## src/sv/cobs_fd_pkg.sv

```systemverilog
// cobs_fd_pkg: shared types and constants of the cobs frame decoder
// no dependencies; compiled before every other file of the block

package cobs_fd_pkg;

	localparam int COUNT_WIDTH_DEF = 16;
	localparam int LIMIT_WIDTH     = 16;
	localparam int OUT_COUNT_WIDTH = 16;
	localparam int BYTE_WIDTH      = 8;

	localparam logic [BYTE_WIDTH-1:0]  CODE_MAX       = 8'hFF;
	localparam logic [BYTE_WIDTH-1:0]  CODE_ONE       = 8'h01;
	localparam logic [LIMIT_WIDTH-1:0] MAX_OUT_RESET  = 16'hFFFF;

	typedef enum logic [1:0] {
		ERR_NONE  = 2'd0,
		ERR_LIMIT = 2'd1,
		ERR_TRUNC = 2'd2
	} err_t;

	// classified word handed from front to back
	typedef struct packed {
		logic                  want_emit;
		logic [BYTE_WIDTH-1:0] data;
		logic                  last;
		logic                  owed;
	} cls_word_t;

endpackage

```

## src/sv/cobs_fd_if.sv

```systemverilog
// cobs_fd_if: valid/ready channel interfaces of the cobs frame decoder
// depends on cobs_fd_pkg

interface cobs_fd_enc_if;
	import cobs_fd_pkg::*;
	logic                  valid;
	logic                  ready;
	logic [BYTE_WIDTH-1:0] encoded_byte;
	logic                  frame_last;

	modport source (output valid, encoded_byte, frame_last, input ready);
	modport sink   (input valid, encoded_byte, frame_last, output ready);
endinterface

interface cobs_fd_dec_if;
	import cobs_fd_pkg::*;
	logic                       valid;
	logic                       ready;
	logic                       data_valid;
	logic [BYTE_WIDTH-1:0]      data_byte;
	logic                       frame_done;
	logic [OUT_COUNT_WIDTH-1:0] decoded_count;
	logic [1:0]                 error_code;

	modport source (output valid, data_valid, data_byte, frame_done, decoded_count,
		error_code, input ready);
	modport sink   (input valid, data_valid, data_byte, frame_done, decoded_count,
		error_code, output ready);
endinterface

interface cobs_fd_cfg_if;
	import cobs_fd_pkg::*;
	logic                   valid;
	logic                   ready;
	logic [LIMIT_WIDTH-1:0] max_output_bytes;

	modport source (output valid, max_output_bytes, input ready);
	modport sink   (input valid, max_output_bytes, output ready);
endinterface

```

## src/sv/cobs_fd_front.sv

```systemverilog
// cobs_fd_front: accepts encoded bytes and classifies them as code or data
// depends on cobs_fd_pkg and cobs_fd_if

module cobs_fd_front (
	input  logic                   clk,
	input  logic                   arst_n,
	cobs_fd_enc_if.sink            enc,
	input  logic                   q_full,
	output logic                   push,
	output cobs_fd_pkg::cls_word_t push_word
);
	import cobs_fd_pkg::*;

	logic [BYTE_WIDTH-1:0] rem_q;
	logic                  prev_max_q;
	logic                  first_q;
	logic [BYTE_WIDTH-1:0] rem_n;
	logic                  prev_max_n;
	logic                  first_n;

	assign enc.ready = !q_full;
	assign push      = enc.valid && !q_full;

	always_comb begin
		rem_n      = rem_q;
		prev_max_n = prev_max_q;
		first_n    = first_q;
		push_word.last = enc.frame_last;
		if (rem_q == '0) begin
			// code byte: restored zero before every block but the first and those that follow a full (0xFF) block
			push_word.want_emit = !first_q && !prev_max_q;
			push_word.data      = '0;
			first_n    = 1'b0;
			prev_max_n = (enc.encoded_byte == CODE_MAX);
			rem_n      = (enc.encoded_byte > CODE_ONE) ? enc.encoded_byte - CODE_ONE : '0;
		end else begin
			push_word.want_emit = 1'b1;
			push_word.data      = enc.encoded_byte;
			rem_n = rem_q - CODE_ONE;
		end
		push_word.owed = (rem_n != '0);
	end

	always_ff @(posedge clk or negedge arst_n) begin
		if (!arst_n) begin
			rem_q      <= '0;
			prev_max_q <= 1'b0;
			first_q    <= 1'b1;
		end else if (push) begin
			if (enc.frame_last) begin
				rem_q      <= '0;
				prev_max_q <= 1'b0;
				first_q    <= 1'b1;
			end else begin
				rem_q      <= rem_n;
				prev_max_q <= prev_max_n;
				first_q    <= first_n;
			end
		end
	end

endmodule

```

## src/sv/cobs_fd_queue.sv

```systemverilog
// cobs_fd_queue: two-entry queue of classified words between front and back
// depends on cobs_fd_pkg

module cobs_fd_queue (
	input  logic                   clk,
	input  logic                   arst_n,
	input  logic                   push,
	input  cobs_fd_pkg::cls_word_t push_word,
	input  logic                   pop,
	output cobs_fd_pkg::cls_word_t pop_word,
	output logic                   full,
	output logic                   empty
);
	import cobs_fd_pkg::*;

	cls_word_t  mem_q [2];
	logic       wr_ptr_q;
	logic       rd_ptr_q;
	logic [1:0] fill_q;

	assign full     = (fill_q == 2'd2);
	assign empty    = (fill_q == 2'd0);
	assign pop_word = mem_q[rd_ptr_q];

	always_ff @(posedge clk) begin
		if (push) begin
			mem_q[wr_ptr_q] <= push_word;
		end
	end

	always_ff @(posedge clk or negedge arst_n) begin
		if (!arst_n) begin
			wr_ptr_q <= 1'b0;
			rd_ptr_q <= 1'b0;
			fill_q   <= 2'd0;
		end else begin
			if (push) begin
				wr_ptr_q <= !wr_ptr_q;
			end
			if (pop) begin
				rd_ptr_q <= !rd_ptr_q;
			end
			if (push && !pop) begin
				fill_q <= fill_q + 2'd1;
			end else if (pop && !push) begin
				fill_q <= fill_q - 2'd1;
			end
		end
	end

endmodule

```

## src/sv/cobs_fd_back.sv

```systemverilog
// cobs_fd_back: counts decoded bytes, latches errors, holds the result register
// depends on cobs_fd_pkg and cobs_fd_if

module cobs_fd_back #(
	parameter int COUNT_WIDTH = cobs_fd_pkg::COUNT_WIDTH_DEF
) (
	input  logic                                clk,
	input  logic                                arst_n,
	input  logic                                q_empty,
	input  cobs_fd_pkg::cls_word_t              pop_word,
	output logic                                pop,
	input  logic [cobs_fd_pkg::LIMIT_WIDTH-1:0] max_out,
	cobs_fd_dec_if.source                       dec
);
	import cobs_fd_pkg::*;

	localparam int CMP_W = (COUNT_WIDTH > LIMIT_WIDTH) ? COUNT_WIDTH : LIMIT_WIDTH;

	logic [COUNT_WIDTH-1:0] cnt_q;
	err_t                   err_q;
	logic [COUNT_WIDTH-1:0] cnt_n;
	err_t                   err_n;
	logic                   emit;
	logic [CMP_W-1:0]       cnt_ext;
	logic [CMP_W-1:0]       cnt_n_ext;
	logic [CMP_W-1:0]       max_ext;

	logic                       out_valid_q;
	logic                       data_valid_q;
	logic [BYTE_WIDTH-1:0]      data_byte_q;
	logic                       frame_done_q;
	logic [OUT_COUNT_WIDTH-1:0] count_q;
	err_t                       error_q;

	assign pop     = !q_empty && (!out_valid_q || dec.ready);
	assign cnt_ext = CMP_W'(cnt_q);
	assign max_ext = CMP_W'(max_out);

	always_comb begin
		cnt_n = cnt_q;
		err_n = err_q;
		emit  = 1'b0;
		if (err_q == ERR_NONE) begin
			if (pop_word.want_emit) begin
				if (cnt_ext >= max_ext || cnt_q == '1) begin
					err_n = ERR_LIMIT;
				end else begin
					cnt_n = cnt_q + COUNT_WIDTH'(1);
					emit  = 1'b1;
				end
			end
			if (pop_word.last && err_n == ERR_NONE && pop_word.owed) begin
				err_n = ERR_TRUNC;
			end
		end
	end

	assign cnt_n_ext = CMP_W'(cnt_n);

	always_ff @(posedge clk or negedge arst_n) begin
		if (!arst_n) begin
			cnt_q       <= '0;
			err_q       <= ERR_NONE;
			out_valid_q <= 1'b0;
		end else begin
			if (pop) begin
				out_valid_q <= 1'b1;
				if (pop_word.last) begin
					cnt_q <= '0;
					err_q <= ERR_NONE;
				end else begin
					cnt_q <= cnt_n;
					err_q <= err_n;
				end
			end else if (dec.ready) begin
				out_valid_q <= 1'b0;
			end
		end
	end

	always_ff @(posedge clk) begin
		if (pop) begin
			data_valid_q <= emit;
			data_byte_q  <= emit ? pop_word.data : '0;
			frame_done_q <= pop_word.last;
			count_q      <= cnt_n_ext[OUT_COUNT_WIDTH-1:0];
			error_q      <= err_n;
		end
	end

	assign dec.valid         = out_valid_q;
	assign dec.data_valid    = data_valid_q;
	assign dec.data_byte     = data_byte_q;
	assign dec.frame_done    = frame_done_q;
	assign dec.decoded_count = count_q;
	assign dec.error_code    = error_q;

endmodule

```

## src/sv/cobs_frame_decoder.sv

```systemverilog
// cobs_frame_decoder: streaming cobs decoder top level, one result per encoded byte
// depends on cobs_fd_pkg, cobs_fd_if, cobs_fd_front, cobs_fd_queue, cobs_fd_back
//
// channel  role    word
// enc      sink    encoded_byte, frame_last
// dec      source  data_valid, data_byte, frame_done, decoded_count, error_code
// cfg      sink    max_output_bytes (always ready)
//
// one byte per cycle sustained while dec is ready; a byte's result word reaches dec in order
// (front classify into a two-entry queue, then count/limit into the result register)
// arst_n clears frame state, the queue and the result register; the limit resets to 65535
// a stalled dec fills the queue, then enc ready drops until the result is taken

module cobs_frame_decoder #(
	parameter int COUNT_WIDTH = cobs_fd_pkg::COUNT_WIDTH_DEF
) (
	input  logic          clk,
	input  logic          arst_n,
	cobs_fd_enc_if.sink   enc,
	cobs_fd_dec_if.source dec,
	cobs_fd_cfg_if.sink   cfg
);
	import cobs_fd_pkg::*;

	logic [LIMIT_WIDTH-1:0] max_out_q;
	logic                   push;
	logic                   pop;
	logic                   q_full;
	logic                   q_empty;
	cls_word_t              push_word;
	cls_word_t              pop_word;

	assign cfg.ready = 1'b1;

	always_ff @(posedge clk or negedge arst_n) begin
		if (!arst_n) begin
			max_out_q <= MAX_OUT_RESET;
		end else if (cfg.valid) begin
			max_out_q <= cfg.max_output_bytes;
		end
	end

	cobs_fd_front u_front (
		.clk       (clk),
		.arst_n    (arst_n),
		.enc       (enc),
		.q_full    (q_full),
		.push      (push),
		.push_word (push_word)
	);

	cobs_fd_queue u_queue (
		.clk       (clk),
		.arst_n    (arst_n),
		.push      (push),
		.push_word (push_word),
		.pop       (pop),
		.pop_word  (pop_word),
		.full      (q_full),
		.empty     (q_empty)
	);

	cobs_fd_back #(
		.COUNT_WIDTH (COUNT_WIDTH)
	) u_back (
		.clk      (clk),
		.arst_n   (arst_n),
		.q_empty  (q_empty),
		.pop_word (pop_word),
		.pop      (pop),
		.max_out  (max_out_q),
		.dec      (dec)
	);

endmodule

```

## src/flat_wrapper.sv

```systemverilog
// flat-port wrapper written by rule: the top's interface ports become plain ports
module cobs_frame_decoder_flat import cobs_fd_pkg::*;
#(
	parameter int COUNT_WIDTH = cobs_fd_pkg::COUNT_WIDTH_DEF
)
  (clk, arst_n, enc_valid, enc_encoded_byte, enc_frame_last, enc_ready, dec_valid, dec_data_valid, dec_data_byte, dec_frame_done, dec_decoded_count, dec_error_code, dec_ready, cfg_valid, cfg_max_output_bytes, cfg_ready);
  cobs_fd_enc_if enc_i ();
  cobs_fd_dec_if dec_i ();
  cobs_fd_cfg_if cfg_i ();
  input  logic clk;
  input  logic arst_n;
  input wire logic [$bits(enc_i.valid)-1:0] enc_valid;
  input wire logic [$bits(enc_i.encoded_byte)-1:0] enc_encoded_byte;
  input wire logic [$bits(enc_i.frame_last)-1:0] enc_frame_last;
  output wire logic [$bits(enc_i.ready)-1:0] enc_ready;
  output wire logic [$bits(dec_i.valid)-1:0] dec_valid;
  output wire logic [$bits(dec_i.data_valid)-1:0] dec_data_valid;
  output wire logic [$bits(dec_i.data_byte)-1:0] dec_data_byte;
  output wire logic [$bits(dec_i.frame_done)-1:0] dec_frame_done;
  output wire logic [$bits(dec_i.decoded_count)-1:0] dec_decoded_count;
  output wire logic [$bits(dec_i.error_code)-1:0] dec_error_code;
  input wire logic [$bits(dec_i.ready)-1:0] dec_ready;
  input wire logic [$bits(cfg_i.valid)-1:0] cfg_valid;
  input wire logic [$bits(cfg_i.max_output_bytes)-1:0] cfg_max_output_bytes;
  output wire logic [$bits(cfg_i.ready)-1:0] cfg_ready;
  assign enc_i.valid = enc_valid;
  assign enc_i.encoded_byte = enc_encoded_byte;
  assign enc_i.frame_last = enc_frame_last;
  assign enc_ready = enc_i.ready;
  assign dec_valid = dec_i.valid;
  assign dec_data_valid = dec_i.data_valid;
  assign dec_data_byte = dec_i.data_byte;
  assign dec_frame_done = dec_i.frame_done;
  assign dec_decoded_count = dec_i.decoded_count;
  assign dec_error_code = dec_i.error_code;
  assign dec_i.ready = dec_ready;
  assign cfg_i.valid = cfg_valid;
  assign cfg_i.max_output_bytes = cfg_max_output_bytes;
  assign cfg_ready = cfg_i.ready;
  cobs_frame_decoder #(.COUNT_WIDTH(COUNT_WIDTH)) u_core (.clk(clk), .arst_n(arst_n), .enc(enc_i), .dec(dec_i), .cfg(cfg_i));
endmodule
```

## config.mk

```make
export PLATFORM = sky130hd
export DESIGN_NAME = cobs_frame_decoder_flat
export DESIGN_NICKNAME = d
export VERILOG_FILES = /design/src/sv/cobs_fd_pkg.sv /design/src/sv/cobs_fd_if.sv /design/src/sv/cobs_fd_front.sv /design/src/sv/cobs_fd_queue.sv /design/src/sv/cobs_fd_back.sv /design/src/sv/cobs_frame_decoder.sv /design/src/flat_wrapper.sv
export SDC_FILE = /design/constraint.sdc
export NUM_CORES = 1
export LEC_CHECK = 0
export BUFFER_PORTS_ARGS = -buffer_cell sky130_fd_sc_hd__buf_2
export CAP_MARGIN = 5
export CORE_UTILIZATION = 40
export CTS_CLUSTER_DIAMETER = 200
export CTS_CLUSTER_SIZE = 14
export DETAILED_ROUTE_END_ITERATION = 10
export SYNTH_ARGS = -nofsm -noshare
export SYNTH_HDL_FRONTEND = slang
export SYNTH_HIERARCHICAL = 1
export SYNTH_SLANG_ARGS = --single-unit
```

## constraint.sdc

```tcl
create_clock -name clk -period 2.6 [get_ports clk]
set_clock_uncertainty 0.05 [all_clocks]
set_input_delay 0.26 -clock clk [delete_from_list [all_inputs] [get_ports clk]]
set_output_delay 0.26 -clock clk [all_outputs]
set_load 0.005 [all_outputs]
```

* Word level (Yosys, flattened, before mapping)
Memories as Yosys holds them, arrays and structs flattened. Index checks and enable logic that the tools add are counted.
Cells by class: reduce and logical (&&, ||, !) cells 27, $lt $le $gt $ge 2, add/sub/neg operators 5, equal/unequal tests 3, mux-type cells 27
Operators with widths (number):
- 16-bit 2-to-1 mux | 4
- 8-bit 2-to-1 mux | 3
- 16-bit by 1-bit adder with 16-bit output (second input constant) | 1
- 16-bit == test (second input constant) | 1
- 16-bit greater-or-equal comparator | 1
- 2-bit 2-to-1 mux | 8
- 8-bit by 1-bit subtractor with 8-bit output (second input constant) | 2
- 1-bit 2-to-1 mux | 11
- 1-bit logical NOT | 9
- 9-bit 2-to-1 mux | 1
- 8-bit == test (second input constant) | 1
- 8-bit by 1-bit greater-than comparator with 1-bit output (second input constant) | 1
- 8-bit logical NOT | 1
- 8-bit nonzero test | 1
- 1-bit logical AND | 7
- 2-bit logical NOT | 3
- 2-bit nonzero test | 3
- 2-bit by 1-bit adder with 2-bit output (second input constant) | 1
- 2-bit == test (second input constant) | 1
- 1-bit logical OR | 2
- 2-bit AND reduction | 1
- 2-bit by 1-bit subtractor with 2-bit output (second input constant) | 1
Storage, ports and cells: input port bits 30, output and inout port bits 31, memories kept 1, flip-flop bits (word level) 77, memory bits (writable) 22
Memories:
- u_core.u_queue.mem_q | depth 2, width 11, rd ports 1, clocked after Yosys merged registers in 0, write ports 1, line cobs_fd_queue.sv:16 | cls_word_t mem_q [2];

* Logic depth before layout (Yosys ltp)
Gate-level depths: netlist (run 1).
depth after elaboration 11, gate-level depth with buffers 10

* Modules after synthesis
The synthesis (run 1) kept the hierarchy.
By module, submodules not included:
- cobs_fd_back | area each 2688.8 sq um, cells an instance 255, seq. area each 1316.3 sq um, times used 1
- cobs_fd_queue | area each 1018.5 sq um, cells an instance 50, seq. area each 760.7 sq um, times used 1
- cobs_fd_front | area each 879.6 sq um, cells an instance 104, seq. area each 251.5 sq um, times used 1
- cobs_frame_decoder | area each 680.7 sq um, cells an instance 36, seq. area each 420.4 sq um, times used 1

* Worst setup path before layout (run 1)
No wires, ideal clock.
path type register to register, from reg u_core.u_queue.fill_q[0], to reg u_core.u_queue.fill_q[1], arrival 2.455 ns, path slack 0.016 ns, cell stages (with the launch flop) 10, buffers on the path 1, data required time 2.471 ns, cell sequence dfrtp_1 > nor2_1 > nand2b_1 > inv_1 > clkbuf_1 > inv_1 > ha_1 > xor2_1 > nor2_1 > xor2_1
Between the ends: longest elaborated chain between the ends 6, elaborated cells between the ends (all ways) 15
Ends and longest elaborated chain:
- from (decl) | line cobs_fd_queue.sv:19 | logic [1:0] fill_q;
- from (signal assigned) | line cobs_fd_queue.sv:44 | fill_q <= fill_q + 2'd1;
- from (signal assigned) | line cobs_fd_queue.sv:46 | fill_q <= fill_q - 2'd1;
- 2-bit logical NOT (*) | line cobs_fd_queue.sv:22 | assign empty = (fill_q == 2'd0);
- named net u_core.q_empty | line cobs_frame_decoder.sv:29 | logic q_empty;
- 1-bit logical NOT (*) | line cobs_fd_back.sv:35 | assign pop = !q_empty && (!out_valid_q || dec.ready);
- 1-bit logical AND (*) | line cobs_fd_back.sv:35
- named net u_core.pop | line cobs_frame_decoder.sv:27 | logic pop;
- 1-bit logical NOT | line cobs_fd_queue.sv:43 | if (push && !pop) begin
- 1-bit logical AND | line cobs_fd_queue.sv:43
- 2-bit 2-to-1 mux or 2-bit nonzero test (tied branches)
The timed path passes the listed nets; every way through them passes the cells marked *. The select of a mux whose other input is x is not followed. A chain may end at the register's enable or synchronous reset.

* Final worst setup path (run 1)
from reg u_core.max_out_q[15], to reg u_core.u_back.cnt_q[6], in the netlist u_core/u_back/cnt_ext[6]
Between the ends: longest elaborated chain between the ends 6
Ends and longest elaborated chain:
- from (decl) | line cobs_frame_decoder.sv:25 | logic [LIMIT_WIDTH-1:0] max_out_q;
- from (signal assigned) | line cobs_frame_decoder.sv:39 | max_out_q <= cfg.max_output_bytes;
- 16-bit greater-or-equal comparator | line cobs_fd_back.sv:45 | if (cnt_ext >= max_ext || cnt_q == '1) begin
- 1-bit logical OR | line cobs_fd_back.sv:45
- 16-bit 2-to-1 mux | line cobs_fd_back.sv:45
- 16-bit 2-to-1 mux | line cobs_fd_back.sv:44 | if (pop_word.want_emit) begin
- 16-bit 2-to-1 mux | line cobs_fd_back.sv:43 | if (err_q == ERR_NONE) begin
- 16-bit 2-to-1 mux | line cobs_fd_back.sv:68 | if (pop_word.last) begin
- to (signal assigned) | line cobs_fd_back.sv:72 | cnt_q <= cnt_n;
- to (decl) | line cobs_fd_back.sv:19 | logic [COUNT_WIDTH-1:0] cnt_q;
No other way between the ends.

==> flow_summary.toml, run 1 <==
[finish]
fin_nets = 573
antenna_cells = 0
drive_gt1_share_pct = 31.0
final_cells = 697
mostFrequentLayoutCell = "buf_2"
area_growth_pct = 16.8
final_cell_mix = "59 x buf_2, 50 x edfxtp_1, 37 x inv_1, 33 x nand2_1, 32 x dfrtp_1"

[floorplan]
fp.dieW_um = 117
start_util_pct = 41.4
rows = 41
fp.dieH_um = 117
dieArea_um2 = 13600
core_area_um2 = 12700
io_pins = 61

[clock_tree]
clk_pin_slew_worst_paths_ns = 0.07
clock_sinks = 99
ctsHoldBuffers = 0
postCtsSetupBuffers = 0
clockRootBuffer = "clkbuf_16"
cts_max_level = 3
cts_resized = 0
numCtsBuffers = 9
cts_tree = "yes"
clock_path_buffers = 2
clock_latency_ns = 0.35

[global_routing]
grt_max_degree = 42
grt_pass1_wl_um = 17600
grt_use_total_pct = 17.2
grt-ovfl-total = 0
antenna_found_initial = 0
grt_pass1_vias = 3505

[synthesis]
ys_seq_area_share_pct = 52.2
synth_warnings = 6
synth.distinct_cells = 68
synth_ff_type = "edfxtp_1"
syn_area_um2 = 5270
synth-edff-count = 50
netlist_instances = 445
synth_top_area_cell = "edfxtp_1"
syn_avg_cell_area_um2 = 11.8
synthArstFlopShare_pct = 49.5
yosysTopAreaCellShare_pct = 28.5
syn_nets = 498
ys_ff_latch = 99
synthTopCellsByArea = "edfxtp_1 29%, dfrtp_1 15%, dfstp_2 8.5%"

[sta]
maxSlewViolCount = 0
maxSlewHeadroom_pct = 34.4
setup_violations = 0
fmax_mhz = 394
min_period_over_period_pct = 97.7
setup_tns_ns = 0
hold_violations = 0
rsz0062_at_grt = "true"
fin_crit_ns = 2.54
tightest_slew_ns = 0.984

[setup_path]
path_delay_family = "simple AND/OR/NAND/NOR gates"
reg2reg_depth = 8
startpoint_type = "flop"
crit_path_max_incr_delay_ns = 0.53
worst-path-buf-inv = 1
crit_chain = "inv_1 -> ha_1 -> nand4_1 -> o221ai_1 -> nor3_4 -> nand4_2 -> or4_1 -> o311ai_0"
cp_slowest_cell = "dfstp_2"
timing.rr.start = "u_core/max_out_q[15]$_DFFE_PN1P_"
timing.rr.end = "u_core/u_back/cnt_ext[6]$_DFFE_PN0P_"
end_kind = "flop"
rrSetupSlack_ns = 0.06
cp_max_fo = 6
path_class = "reg2reg"
required_ns = 2.78
cp_data_arrival_time_ns = 2.72

[power]
irDropWorstVdd_v = 0.000426
pwr-share-clk_pct = 21.4
power.share.switching_pct = 35.1
p_switching_mw = 2.29
power.internal_mw = 4.24
combPwrFrac_pct = 38.1
pwr-share-seq_pct = 40.5
power_per_cell_area_nw_per_um2 = 1060
power.leakage_nw = 2.66

[run_status]
outcome = "complete, no violations"

[worst_hold_path]
hold_path_class = "in2async"

[placed_design]
dp_hpwl_um = 7780
placed_cells = 681
place.gp.congestion = 0.830
io_buffers = 59

[routing]
drc = 0
wl_per_cell_um = 15.7
viasPerCell = 5.11
vias = 3564
drt-total-wl_um = 10900
drt-pass1-iter-count = 5
drtIter0Drc = 215
drtAntennaViolNets = 0

[job]
maxCapViolCount = 0
## logic make-up (layout without fill, tap and decap cells)
kind of cell	after synthesis	count (layout)	share of synthesized area, %
and+or+nand+nor	146	146	16.4
DFF	99	99	52.2
AOI/OAI and AO/OA	62	62	8.50
buffers and inverters	55	135	4.89
muxes	30	30	7.70
xor gates and xnor gates	29	29	4.82
adders and majority gates	23	23	5.46
other	1	1	0.0712
## cell usage after synthesis (all sizes together) (2+ instances only)
| cell | number |
|---|---|
| a21oi | 11 |
| a22o | 8 |
| a31o | 2 |
| and2 | 18 |
| and3 | 2 |
| and4 | 4 |
| buf | 9 |
| clkbuf | 9 |
| dfrtp | 32 |
| dfstp | 17 |
| edfxtp | 50 |
| ha | 23 |
| inv | 37 |
| mux2 | 27 |
| mux2i | 3 |
| nand2 | 33 |
| nand2b | 3 |
| nand3 | 11 |
| nand3b | 2 |
| nand4 | 17 |
| nor2 | 24 |
| nor3 | 8 |
| nor3b | 2 |
| nor4 | 4 |
| nor4b | 2 |
| o211ai | 5 |
| o21a | 2 |
| o21ai | 16 |
| o22ai | 5 |
| o311ai | 4 |
| o41ai | 3 |
| or2 | 2 |
| or3 | 2 |
| or4 | 9 |
| xnor2 | 19 |
| xor2 | 10 |
## final cells by class
type | count | area [um^2]
Fill cell | 1184 | 6570
Sequential cell | 99 | 2750
Multi-Input combinational cell | 291 | 2270
Timing Repair Buffer | 82 | 468
Clock buffer | 9 | 225
Tap cell | 172 | 215
Inverter | 37 | 139
Clock inverter | 7 | 87.6
## per-layer routing
layer	vias up	global-route usage, %	part of all wire [%]
li1	1752	-	-
met1	1679	24.5	48
met2	122	26.5	46
met3	11	2.80	5.5
met4	0	6.24	1.2
met5	-	0	0
## metrics by stage
stage               total power, mW  setup WS (ns)  instance area, um^2  hold slack (ns)  util [%]
finish                         6.53         0.0609                 6150           0.0303      48.3
global placement               5.10          0.122                 5830            0.419      45.8
floorplan                      4.31         0.0160                 5270          -0.0856         -
global route                   7.00        -0.0396                 6150           0.0907      48.3
detailed placement             5.18         0.0418                 5830            0.421      45.8
CTS                            6.60         0.0337                 6140           0.0706      48.3
## worst max path at each step
stage / startpoint / end / cells past startpoint
3_3_place_gp: u_core/max_out_q[0]$_DFFE_PN1P_ / u_core/u_back/dec.decoded_count[5]$_DFFE_PP_ / 7
2_1_floorplan: u_core/u_queue/fill_q[0]$_DFFE_PN0P_ / u_core/u_queue/fill_q[1]$_DFFE_PN0P_ / 9
4_1_cts: u_core/max_out_q[15]$_DFFE_PN1P_ / u_core/u_back/cnt_ext[6]$_DFFE_PN0P_ / 8
5_1_grt: u_core/max_out_q[13]$_DFFE_PN1P_ / u_core/u_back/cnt_ext[6]$_DFFE_PN0P_ / 8
6_report: u_core/max_out_q[15]$_DFFE_PN1P_ / u_core/u_back/cnt_ext[6]$_DFFE_PN0P_ / 8
3_5_place_dp: u_core/max_out_q[15]$_DFFE_PN1P_ / u_core/u_back/cnt_ext[6]$_DFFE_PN0P_ / 8
## state kept, by name, indices dropped and copies added (netlist names)
signal / cells
u_core/u_queue/fill_q: 2
u_core/u_back/dec.decoded_count: 16
u_core/u_back/dec.valid: 1
u_core/u_front/first_q: 1
u_core/u_back/dec.frame_done: 1
u_core/max_out_q: 16
u_core/u_queue/wr_ptr_q: 1
u_core/u_front/rem_q: 8
u_core/u_back/dec.data_byte: 8
u_core/u_back/dec.data_valid: 1
u_core/u_back/dec.error_code: 2
u_core/u_queue/mem_q: 22
u_core/u_queue/rd_ptr_q: 1
u_core/u_back/err_q: 2
u_core/u_front/prev_max_q: 1
u_core/u_back/cnt_ext: 16
## power groups by stage
| stage | Clock, mW | Sequential, mW | Combinational [mW] |
|---|---|---|---|
| floorplan | 0 | 2.65 | 1.67 |
| global placement | 0 | 2.66 | 2.43 |
| detailed placement | 0 | 2.68 | 2.50 |
| CTS | 1.44 | 2.65 | 2.51 |
| global route | 1.50 | 2.71 | 2.79 |
| finish | 1.40 | 2.64 | 2.49 |
Power figures use the tool's default switching activity.
==> run 2, diff against run 1 <==
- CELL_PAD_IN_SITES_DETAIL_PLACEMENT: unset -> 1
- CELL_PAD_IN_SITES_GLOBAL_PLACEMENT: unset -> 2
- CORE_UTILIZATION: 40 -> 36
- PLACE_DENSITY_LB_ADDON: unset -> 0.1
==> run 2 against run 1 <==
  * Cell count is 4.0% higher
  * Highest routed layer unchanged
  * Flip-flop and latch count did not move
  * Global-route usage up 1.1 points
  * Critical endpoint is now u_core/u_back/dec.data_byte[3]$_SDFFCE_PN0P_
  * Maximum frequency decreased by 0.95%
==> flow_summary.toml, run 2 (synthesis results as in run 1) <==
[run_status]
outcome = "complete, no violations"

[power]
power.internal_mw = 4.46
p_switching_mw = 2.44
power.leakage_nw = 2.79
pwr-share-clk_pct = 19.6
power_per_cell_area_nw_per_um2 = 1070
pwr-share-seq_pct = 38.2
combPwrFrac_pct = 42.2
power.share.switching_pct = 35.3
irDropWorstVdd_v = 0.000454

[sta]
setup_violations = 0
setup_ws_ns = 0.0366
whs_ns = 0.0779
fmax_mhz = 390
fin_crit_ns = 2.56
setup_tns_ns = 0
min_period_over_period_pct = 98.6
maxSlewHeadroom_pct = 57.3
maxSlewViolCount = 0
hold_violations = 0
tightest_slew_ns = 0.638
rsz0062_at_grt = "true"

[clock_tree]
cts_tree = "yes"
clk_pin_slew_worst_paths_ns = 0.07
clock_path_buffers = 2
numCtsBuffers = 9
clockRootBuffer = "clkbuf_16"
cts_max_level = 3
clock_latency_ns = 0.36
clock_sinks = 99

[finish]
design_area_um2 = 6450
mostFrequentLayoutCell = "buf_2"
area_growth_pct = 22.4
fin_nets = 593
final_cell_mix = "59 x buf_2, 50 x edfxtp_1, 37 x buf_4, 35 x inv_1"
drive_gt1_share_pct = 35.8
regMostFlops = "u_core/u_queue/mem_q"
seq_area_um2 = 2750
fill_cells = 1545
final_cells = 725
antenna_cells = 0
multi_input_area_um2 = 2390
largest_reg_flops = 22

[setup_path]
crit_cells = 10
required_ns = 2.66
cp-startpoint = "u_core/max_out_q[13]$_DFFE_PN1P_"
crit_chain = "inv_2 -> ha_4 -> nand4_1 -> buf_6 -> nor3_4 -> nand3b_4 -> and4_4 -> buf_8 -> buf_12 -> and2_1"
path_delay_family = "simple AND/OR/NAND/NOR gates"
timing.rr.end = "u_core/u_back/dec.data_byte[3]$_SDFFCE_PN0P_"
cp_max_fo = 9
path_class = "reg2reg"
worst-path-buf-inv = 4
cp_data_arrival_time_ns = 2.63
timing.rr.start = "u_core/max_out_q[13]$_DFFE_PN1P_"
reg2reg_depth = 10
cp_slowest_cell = "dfstp_2"
end_kind = "flop"
startpoint_type = "flop"
crit_path_max_incr_delay_ns = 0.56
rrSetupSlack_ns = 0.04

[worst_hold_path]
hold_depth = 2
hold_path_startpoint = "cfg_max_output_bytes[4]"
hold_path_class = "in2reg"
holdPathEnd = "u_core/max_out_q[4]$_DFFE_PN1P_"

[placed_design]
pre_cts_ws_ns = -0.111
post_dp_cell_area_um2 = 5960
io_buffers = 59
dp_hpwl_um = 9180
placed_cells = 703
place.gp.congestion = 0.795

[floorplan]
rows = 43
io_pins = 61
fp.dieW_um = 123
core_area_um2 = 14100
fp.dieH_um = 123
start_util_pct = 37.4
dieArea_um2 = 15100

[routing]
viasPerCell = 5.09
drt-pass1-iter-count = 4
drt-total-wl_um = 12500
drc = 0
wl_per_cell_um = 17.3
drtIter0Drc = 227
vias = 3692
drtAntennaViolNets = 0

[global_routing]
antenna_found_initial = 0
grt_max_degree = 29
grt_pass1_vias = 3836
grt-ovfl-total = 0
grt_use_total_pct = 18.3
grt_pass1_wl_um = 20500

[job]
maxCapViolCount = 0
==> run 2: worst reg2reg max path: cells and delay by family (launching register included) <==
family                   cells  cell delay (ns)
AND/OR/NAND/NOR              5             0.99
buffers and inverters        4             0.47
flip-flops                   1             0.56
adder cells (fa/ha/maj)      1             0.26
==> run 2: power by group through the flow <==
stage	registers (mW)	logic, mW	clock network (mW)
after floorplan	2.65	1.67	0
after global placement	2.64	2.67	0
after detailed placement	2.67	2.74	0
after CTS	2.64	2.77	1.41
after global routing	2.71	3.24	1.46
final	2.64	2.91	1.36
==> run 2: layout make-up <==
cell class | count | area share (%)
clock buffer | 11 | 3.61
clock inverter | 5 | 0.951
inverter | 37 | 2.15
multi-input combinational | 291 | 37.1
sequential | 99 | 42.6
tap | 180 | 3.49
timing repair buffer | 102 | 10.1
==> run 2: per-stage QoR <==
step	power, mW	util, %
6_report	6.90	45.8
3_3_place_gp	5.31	42.3
2_1_floorplan	4.31	-
3_5_place_dp	5.41	42.3
4_1_cts	6.82	44.5
5_1_grt	7.41	45.8
==> run 2: worst max path at each step <==
stage                                              endpoint  slack, ns
5_1_grt        u_core/u_back/dec.data_byte[5]$_SDFFCE_PN0P_      -0.03
2_1_floorplan          u_core/u_queue/fill_q[1]$_DFFE_PN0P_       0.02
3_3_place_gp   u_core/u_back/dec.data_byte[3]$_SDFFCE_PN0P_     -0.008
3_5_place_dp   u_core/u_back/dec.data_byte[5]$_SDFFCE_PN0P_      -0.11
6_report       u_core/u_back/dec.data_byte[3]$_SDFFCE_PN0P_       0.04
4_1_cts        u_core/u_back/dec.decoded_count[5]$_DFFE_PP_     -0.003
==> run 2: timing repair <==
item	4_1_cts	5_1_grt
buffers inserted	0	5
resized for setup	3	29
pin swaps	3	13
hold buffers	1	0
endpoints found under the hold margin	7	0
endpoints found under the setup margin	28	31
==> run 2: metal layers <==
layer | part of all wire (%) | track usage [%]
met1 | 50 | 26.1
met3 | 3.0 | 3.92
met4 | 1.9 | 7.09
met5 | 0 | 0
met2 | 45 | 27.0
